### src/hw/rtl/tfa_pkg.sv
// Package for the thermal frame AGC/upscale block: sizes, types, commands.
// No dependencies.
package tfa_pkg;
    localparam int SourceWidth  = 160;
    localparam int SourceHeight = 120;
    localparam int ScaleFactor  = 5;
    localparam int FrameSize    = SourceWidth * SourceHeight;
    localparam int OutWidth     = SourceWidth * ScaleFactor;
    localparam int OutHeight    = SourceHeight * ScaleFactor;
    localparam int AddrW        = $clog2(FrameSize);
    localparam int IdxW         = $clog2(FrameSize + 1);
    localparam int SrcColW      = $clog2(SourceWidth);
    localparam int SrcRowW      = $clog2(SourceHeight);
    localparam int ScW          = (ScaleFactor > 1) ? $clog2(ScaleFactor) : 1;
    localparam logic [7:0] GreyTop = 8'd254;
    localparam logic [15:0] AgcRangeReset = 16'd200;

    typedef enum logic {CMD_LOAD = 1'b0, CMD_FETCH = 1'b1} t_cmd;

    typedef struct packed {
        logic       command;
        logic [15:0] pixel_value;
        logic       frame_start;
    } t_in_word;

    typedef struct packed {
        logic [7:0] grey_level;
        logic [9:0] output_row;
        logic [9:0] output_column;
        logic       last_pixel;
    } t_out_word;

    // controller -> datapath
    typedef struct packed {
        logic load;     // write pixel, update tracking
        logic fetch;    // advance read counters, issue memory read
        logic div_start;
        logic div_step;
        logic out_load;
    } t_ctrl;

    // datapath -> controller
    typedef struct packed {
        logic div_done;
    } t_stat;
endpackage

### src/hw/rtl/tfa_ctrl.sv
// Controller FSM: accepts words, sequences read, divide and output register.
// Depends on tfa_pkg.
module tfa_ctrl (
    input  logic           i_clk,
    input  logic           i_rst_n,
    input  logic           i_in_valid,
    input  logic           i_in_cmd,
    output logic           o_in_ready,
    output logic           o_out_valid,
    input  logic           i_out_ready,
    input  tfa_pkg::t_stat i_stat,
    output tfa_pkg::t_ctrl o_ctrl
);
    import tfa_pkg::*;

    typedef enum logic [1:0] {S_IDLE, S_READ, S_DIV, S_LAST} t_state;
    t_state r_state;
    logic r_out_valid, acc;

    assign o_in_ready  = (r_state == S_IDLE);
    assign o_out_valid = r_out_valid;
    assign acc = i_in_valid && o_in_ready;

    always_comb begin
        o_ctrl = '0;
        o_ctrl.load  = acc && (i_in_cmd == CMD_LOAD);
        o_ctrl.fetch = acc && (i_in_cmd == CMD_FETCH);
        o_ctrl.div_start = (r_state == S_READ);
        o_ctrl.div_step  = (r_state == S_DIV) && !i_stat.div_done;
        o_ctrl.out_load  = (r_state == S_LAST) && (!r_out_valid || i_out_ready);
    end

    always_ff @(posedge i_clk) begin
        if (!i_rst_n) begin
            r_state <= S_IDLE; r_out_valid <= 1'b0;
        end else begin
            if (o_ctrl.out_load) r_out_valid <= 1'b1;
            else if (r_out_valid && i_out_ready) r_out_valid <= 1'b0;
            case (r_state)
                S_IDLE: if (o_ctrl.fetch) r_state <= S_READ;
                S_READ: r_state <= S_DIV;
                S_DIV:  if (i_stat.div_done) r_state <= S_LAST;
                S_LAST: if (o_ctrl.out_load) r_state <= S_IDLE;
                default: r_state <= S_IDLE;
            endcase
        end
    end

    a_hold_out: assert property (@(posedge i_clk) disable iff (!i_rst_n)
        r_out_valid && !i_out_ready |=> r_out_valid)
        else $error("pending word dropped");
    a_busy_div: assert property (@(posedge i_clk) disable iff (!i_rst_n)
        (r_state == S_DIV) |-> !o_in_ready)
        else $error("accepting during divide");
    a_load_done: assert property (@(posedge i_clk) disable iff (!i_rst_n)
        o_ctrl.out_load |-> i_stat.div_done)
        else $error("divide not done");
endmodule

### config.mk
export PLATFORM = sky130hd
export DESIGN_NAME = tfa_ctrl
export DESIGN_NICKNAME = d
export VERILOG_FILES = /design/src/hw/rtl/tfa_pkg.sv /design/src/hw/rtl/tfa_ctrl.sv
export SDC_FILE = /design/constraint.sdc
export NUM_CORES = 1
export LEC_CHECK = 0
export BUFFER_PORTS_ARGS = -buffer_cell sky130_fd_sc_hd__buf_4
export CAP_MARGIN = 20
export CORE_AREA = 2 2 39 41
export DETAILED_ROUTE_END_ITERATION = 12
export DIE_AREA = 0 0 41 43
export GPL_TIMING_DRIVEN = 0
export PLACE_DENSITY = 0.42
export SLEW_MARGIN = 20
export SYNTH_ARGS = -nofsm -noshare
export SYNTH_HDL_FRONTEND = slang
export SYNTH_SLANG_ARGS = --single-unit
### constraint.sdc
create_clock -name i_clk -period 2.82 [get_ports i_clk]
set_input_delay 0.282 -clock i_clk [delete_from_list [all_inputs] [get_ports i_clk]]
set_output_delay 0.282 -clock i_clk [all_outputs]
set_load 0.01 [all_outputs]
; ---- Word level (Yosys, flattened, before mapping)
; Cells that the tools add are included.
[totals]
out_inout_bits = 7
input_bits = 6
regBits = 3
[op_classes]
n_reduce_logical = 12
muxes = 6
n_eq_ne = 6
bitwise_logic = 1
[ops]
columns = op, n
row1 = $pmux 2 s4, 1
row2 = $logic_and 1x1->1, 6
row3 = $mux 2, 3
row4 = $eq 2x2->1 const B, 2
row5 = $ne 2x2->1 const B, 2
row6 = $reduce_and 3->1, 1
row7 = $eq 2x1->1 const B, 1
row8 = $logic_not 1->1, 2
row9 = $logic_not 2->1, 1
row10 = $mux 1, 2
row11 = $ne 2x1->1 const B, 1
row12 = $reduce_bool 2->1, 1
row13 = $logic_or 1x1->1, 1
row14 = $not 1->1, 1

; ---- Depth between registers and ports, before layout
; Gate-level depths: netlist of run 1.
[depth]
depth_word = 5
ltp_mapped = 5
mapped_depth_nobuf = 5

; ---- Worst setup path after synthesis of run 1
; Ideal clock, no wire load.
[synth_timing]
path_type = reg2reg
from = register r_state[0]
to = register r_state[0]
path_buffers = 0
t_required_ps = 2748
stages_incl_launch_ff = 6
setup_ps = 72
t_arrival_ps = 1206
setup_slack_ps = 1542
cell_sequence = dfxtp_1 -> inv_1 -> ha_1 -> nor2b_2 -> a221oi_4 -> mux2i_1
[synth_via]
elab_chain_len = 5
[synth_rtl]
columns = item, line
row1 = from (decl), tfa_ctrl.sv:17  ; t_state r_state;
row2 = from (signal assigned), tfa_ctrl.sv:35  ; r_state <= S_IDLE; r_out_valid <= 1'b0;
row3 = from (signal assigned), tfa_ctrl.sv:40  ; S_IDLE: if (o_ctrl.fetch) r_state <= S_READ;
row4 = from (signal assigned), tfa_ctrl.sv:41  ; S_READ: r_state <= S_DIV;
row5 = $logic_not 2->1, "tfa_ctrl.sv:20, tfa_ctrl.sv:39"
row6 = $logic_and 1x1->1, tfa_ctrl.sv:22  ; assign acc = i_in_valid && o_in_ready;
row7 = $logic_and 1x1->1, tfa_ctrl.sv:27  ; o_ctrl.fetch = acc && (i_in_cmd == CMD_FETCH);
row8 = $ne 2x1->1 (no source line), -
row9 = $reduce_and 3->1 (no source line), -
; Several ways; a longest one is shown, not always the timed one.
; A chain may end at the register's enable or synchronous reset.

==> results.md, run 1 <==
- Vias: 209
- Fill cells: 157
- Hold path cells: 2
- Cell family with most CP delay: flip-flops
- Max-slew violation count: 0
- Yosys warning count: 0
- Sw Ratio: 0.361
- WP data required: 2.54 ns
- Buffer count from post-CTS setup fixing: 0
- Status: finished clean
- Routability cong.: 0.665
- Seq/Total Area, Yosys: 0.241
- Mapped Area: 249 µm²
- R2r endpoint: r_state[1]
- H-tree depth: 1
- Layout area overhead: 54.8%
- Ant. Diodes: 0
- Setup tns final: 0 ns
- Final Non-Filler Cells: 57
- Placeable Area: 1380 µm²
- Clock buffer depth: 2
- Sw power: 0.000114 W
- I/O Buffers: 12
- Final period util: 0.548
- Clock period minus worst slack: 1.55 ns
- Synthesized area per cell: 9.96 µm²
- CTS tree: done
- Pint: 0.000203 W
- Die height: 43 µm
- RSZ-0062 raised after global routing: no
- Post-CTS Resized: 0
- First drt pass iteration count: 1
- Vias in the first global route: 212
- Cells after Synth: 25
- Post-Syn Nets: 36
- DRC: 0
- Die W: 41 µm
- Slew margin rel.: 0.839
- Vias per cell: 3.67
- Worst setup SP type: flop
- Sequential Area: 60.1 µm²
- Largest net degree at the start of global routing: 6
- FF-to-FF Start: r_state[0]
- Worst-Margin Slew: 0.242 ns
- Reg power frac: 0.218
- Crit path DAT: 1.26 ns
- IO Count: 13
- Cts hold-fix bufs: 0
- Final hold vios: 0
- Setup CP Type: flop to output pin
- Share of cells above drive strength 1: 0.463
- Critical path buffers and inverters: 2
- CP endpoint kind: output pin
- GRT Resource Usage Total: 0.0631
- Clk pwr share: 0.228
- Max incr delay on CP: 0.37 ns
- Pleak: 0.187 nW
- TritonCTS Sinks: 3
- Worst Hold Class: input port to flop
- Comb power frac: 0.554
- Row Count: 14
- Worst-Skew Late Latency: 0.23 ns
- CP Max Fanout: 4
- Setup violators final: 0
- Worst Reg-to-Reg Cells: 5
- Reg clk slew, reported paths: 0.03 ns
- Final WL: 451 µm
- Worst Hold Path EP: o_out_valid
- Reg2reg setup slack: 1.45 ns
- F_max: 0.647 GHz
- Max-cap violations: 0
- Placed Cells: 53
- Antenna-violating nets left: 0
- Detailed placement HPWL: 398 µm
- Cells along the critical path: inv_1 > ha_1 > and3_1 > buf_4
- Multi-input gate area: 181 µm²
- Cts bufs inserted: 3
- Worst IR drop on VDD: 0.185 mV
- HP Start: i_rst_n
- Initial antenna violation count: 0
- Die ar.: 1760 µm²
- CTS root buf: clkbuf_4
- Wire per inst: 7.91 µm
- Global-route wire length before repair: 724 µm
- PD cells: 823 nW/µm²
- Nets: 53
- Slowest stage cell, crit path: dfxtp_1
- GRT overflow: 0
- Flip-flop and latch count after synthesis: 3
- Post-Route Skew: 0.00199 ns
- Initial DRC Count: 0
- Initial core utilization: 0.180
- Unique cell type count in the Yosys netlist: 13
[per-stage QoR]
step	hold WS, ns	power, W	instance area [µm²]	util	setup WS [ns]
floorplan	0.400	0.000186	249	-	1.54
global placement	0.500	0.000249	359	0.259	1.46
detailed placement	0.506	0.000248	359	0.259	1.45
CTS	0.302	0.000326	385	0.278	1.25
global route	0.325	0.000349	385	0.278	1.17
finish	0.303	0.000317	385	0.278	1.27
[layout by cell type, fill, tap and decap left out]
| cell type | count |
|---|---|
| a221oi_4 | 1 |
| and2b_2 | 1 |
| and3_1 | 1 |
| buf_4 | 12 |
| clkbuf_1 | 1 |
| clkbuf_4 | 3 |
| dfxtp_1 | 3 |
| ha_1 | 5 |
| inv_1 | 2 |
| mux2i_1 | 2 |
| nand2_1 | 5 |
| nor2_1 | 1 |
| nor2b_2 | 1 |
| nor2b_4 | 1 |
| o21a_1 | 1 |
| o21ai_0 | 1 |
[layout make-up]
type / count / share of cell area
clock buffers: 4 / 0.0682
inverters: 2 / 0.0195
multi-input cells: 20 / 0.471
flip-flops and latches: 3 / 0.156
well taps: 16 / 0.0519
repair buffers: 12 / 0.234
[routing by layer]
layer	share of wire	wire length (µm)	track usage
met4	0	0	0.0400
met5	0	0	0
met1	0.39	175	0.0479
met3	0.060	27	0.0314
met2	0.55	249	0.113
[worst register-to-register path: stages (launching register included)]
cell and delay [ns]:
dfxtp_1 0.37, inv_1 0.09, ha_1 0.21, nor2b_2 0.17, a221oi_4 0.22, mux2i_1 0.22
[flip-flops by register name (all words and copies together) (netlist names)]
signal       cells
o_out_valid      1
r_state          2
[Yosys cell counts, drive strengths merged]
| master | instances | area, µm² |
|---|---|---|
| a221oi | 1 | 26.3 |
| and2b | 1 | 8.76 |
| and3 | 1 | 6.26 |
| dfxtp | 3 | 60.1 |
| ha | 5 | 62.6 |
| inv | 2 | 7.51 |
| mux2i | 2 | 20.0 |
| nand2 | 5 | 18.8 |
| nor2 | 1 | 3.75 |
| nor2b | 2 | 22.5 |
| o21a | 1 | 7.51 |
| o21ai | 1 | 5.00 |
[power by group through the flow]
| stage | sequential, W | combinational [W] | clock (W) |
|---|---|---|---|
| finish | 0.0000693 | 0.000176 | 0.0000724 |
| global route | 0.0000736 | 0.000196 | 0.0000792 |
| CTS | 0.0000700 | 0.000179 | 0.0000766 |
| detailed placement | 0.0000708 | 0.000178 | 0 |
| global placement | 0.0000712 | 0.000178 | 0 |
| floorplan | 0.0000678 | 0.000118 | 0 |
[logic make-up (layout without fill, tap and decap cells)]
group	Yosys count	in the layout	share of synthesized area
buffers and inverters	2	18	0.0302
adders and majority gates	5	5	0.251
and+or+nand+nor	10	10	0.241
DFF	3	3	0.241
muxes	2	2	0.0804
AOI/OAI and AO/OA	3	3	0.156
[worst max path at each step]
stage	cells past startpoint	endpoint	from	slack, ns
after CTS	4	o_ctrl[3]	r_state[0]	1.25
after global placement	5	r_state[0]	r_state[0]	1.46
after detailed placement	5	r_state[1]	r_state[0]	1.45
after global routing	4	o_ctrl[3]	r_state[0]	1.17
final	4	o_ctrl[3]	r_state[0]	1.27
after floorplan	5	r_state[0]	r_state[0]	1.54
Note: power is estimated with default switching activity, not from simulation.
==> run 2: changes to the inputs <==
PLACE_DENSITY = 0.43   (was 0.42)
clock period = 1.37 ns   (was 2.82 ns; I/O delays follow)
==> run 2 against run 1 <==
Clock power rose by 110%. Critical endpoint is now o_ctrl[0]. Total power grew 130%. Hold slack worse by 0.16 ns. Wire length is 16% higher. Via count up 5.7%. Largest power group unchanged. Combinational power increased by 130%. Register-to-register slack got worse by 1.3 ns. Clock skew shrank 0.00073 ns. Largest cell class unchanged. Die area is the same.
==> results.md, run 2 (synthesized netlist as in run 1, its figures left out) <==
- Status: finished clean
- Nets: 53 (unchanged)
- Largest net degree at the start of global routing: 6 (unchanged)
- Minimum hold slack: 0.147 ns (-0.156 ns)
- Die W: 41 µm (unchanged)
- Initial antenna violation count: 0 (unchanged)
- Final Non-Filler Cells: 57 (unchanged)
- Worst Hold Path EP: o_out_valid
- CTS root buf: clkbuf_4
- Final hold vios: 0 (unchanged)
- GRT Resource Usage Total: 0.0781 (+0.0150)
- Vias per cell: 3.88 (+5.7%)
- Max-slew violation count: 0 (unchanged)
- Layout area overhead: 64.8%
- Cells along the critical path: ha_1 > and2b_2 > buf_4
- Global-route wire length before repair: 876 µm (+21%)
- Leading cell type in the layout, fill and taps excluded: buf_4
- Die ar.: 1760 µm² (unchanged)
- Post-Route Skew: 0.00126 ns (-0.000728 ns)
- Final period util: 0.947
- Placeable Area: 1380 µm² (unchanged)
- Final WL: 525 µm (+16%)
- Routability cong.: 0.668 (+0.45%)
- WP data required: 1.23 ns (-1.31 ns)
- IO Count: 13 (unchanged)
- FF-to-FF Start: r_state[0]
- Wire per inst: 9.21 µm (+16%)
- Clock period minus worst slack: 1.30 ns
- R2r endpoint: r_state[0]
- Reg2reg setup slack: 0.13 ns (-1.32 ns)
- First drt pass iteration count: 4 (+3)
- Max-cap violations: 0 (unchanged)
- Worst-Margin Slew: 0.245 ns (+0.00327 ns)
- Worst Hold Class: input port to flop
- I/O Buffers: 12 (unchanged)
- DP Worst Slack: -0.00492 ns (-1.45 ns)
- Most frequent cells in the layout: buf_4, nand2_1, ha_1, clkbuf_4
- PD cells: 1750 nW/µm² (+110%)
- Post-route cell area: 410 µm² (+6.5%)
- Row Count: 14 (unchanged)
- Worst-Skew Late Latency: 0.23 ns (about the same)
- Slew margin rel.: 0.837 (-0.00218)
- Flip-flop count of the largest register after layout: 2 (unchanged)
- Setup CP Type: flop to output pin
- Worst setup SP type: flop
- CP endpoint kind: output pin
- Initial core utilization: 0.180 (unchanged)
- Max incr delay on CP: 0.35 ns (-0.02 ns)
- TritonCTS Sinks: 3 (unchanged)
- Sw power: 0.000260 W (+130%)
- F_max: 0.771 GHz
- Die height: 43 µm (unchanged)
- Sw Ratio: 0.362 (+0.00139)
- Hold path cells: 2 (unchanged)
- CTS tree: done
- GRT overflow: 0 (unchanged)
- RSZ-0062 raised after global routing: no
- DRC: 0 (unchanged)
- Final setup margin: 0.0731 ns (-1.20 ns)
- Biggest register: r_state
- Worst Reg-to-Reg Cells: 5 (unchanged)
- Setup violators final: 0 (unchanged)
- H-tree depth: 1 (unchanged)
- Initial DRC Count: 4 (+4)
- Detailed placement HPWL: 411 µm (+3.2%)
- Comb power frac: 0.569 (+0.015)
- Ant. Diodes: 0 (unchanged)
- Slowest stage cell, crit path: dfxtp_4
- Reg power frac: 0.220 (+0.002)
- Worst IR drop on VDD: 0.544 mV (+190%)
- Clock buffer depth: 2 (unchanged)
- Reg clk slew, reported paths: 0.03 ns (about the same)
- CP Max Fanout: 4 (unchanged)
- HP Start: i_rst_n
- Cts bufs inserted: 3 (unchanged)
- Antenna-violating nets left: 0 (unchanged)
- Crit path DAT: 1.16 ns (-0.10 ns)
- Clk pwr share: 0.212 (-0.016)
- Vias in the first global route: 233 (+9.9%)
- Placed cell areas: 359 µm² (unchanged)
- Pint: 0.000457 W (+130%)
- Vias: 221 (+5.7%)
- Pleak: 0.187 nW (+0.49%)
- Share of cells above drive strength 1: 0.585 (+0.122)
- Placed Cells: 53 (unchanged)
## run 2: cell counts in the layout (fill, tap and decap cells not counted)
No cell type changed its count.
## run 2: what timing repair did
| item | in CTS | in global routing |
|---|---|---|
| gates resized for setup | 2 | 6 |
| hold buffers | 0 | 0 |
| buffers inserted | 0 | 0 |
| setup endpoints to repair | 4 | 5 |
## run 2: critical path: cells and delay by family, from the launching register on
kind | cells | cell delay [ns]
DFF | 1 | 0.35
adders and majority gates | 1 | 0.24
and+or+nand+nor | 1 | 0.20
buffers and inverters | 1 | 0.13
## run 2: how the worst max path moves through the flow
stage               startpoint         end  slack [ns]  cells past startpoint
finish              r_state[0]   o_ctrl[0]        0.07                      3
global route        r_state[1]   o_ctrl[3]        0.01                      4
CTS                 r_state[1]   o_ctrl[3]       0.008                      4
detailed placement  r_state[0]  r_state[0]      -0.005                      5
global placement    r_state[0]  r_state[1]        0.01                      5
floorplan           r_state[0]  r_state[0]        0.09                      5
## run 2: area by class of cell
cell class	instances	area (µm²)
fill	158	973
sequential	3	65.1
timing repair buffer	12	90.1
clock buffer	4	26.3
tap	16	20.0
multi-input combinational	20	201
inverter	2	7.51
## run 2: stage by stage
stage / total power (W) / TNS, ns / util
2_1_floorplan: 0.000383 / 0 / -
3_3_place_gp: 0.000510 / 0 / 0.259
3_5_place_dp: 0.000514 / -0.00492 / 0.259
4_1_cts: 0.000688 / 0 / 0.281
5_1_grt: 0.000792 / 0 / 0.297
6_report: 0.000717 / 0 / 0.297
## run 2: layer usage
layer  track usage  vias to the layer above  part of all wire
met5             0                        -                 0
met1        0.0796                       99              0.42
li1              -                      114                 -
met2         0.109                        8              0.52
met4        0.0800                        0                 0
met3        0.0314                        0             0.061
## run 2: power groups by stage
stage          Clock [W]  Sequential [W]  Combinational (W)
2_1_floorplan          0        0.000140           0.000243
3_3_place_gp           0        0.000147           0.000364
3_5_place_dp           0        0.000148           0.000366
4_1_cts         0.000163        0.000149           0.000377
5_1_grt         0.000170        0.000163           0.000460
6_report        0.000152        0.000157           0.000408
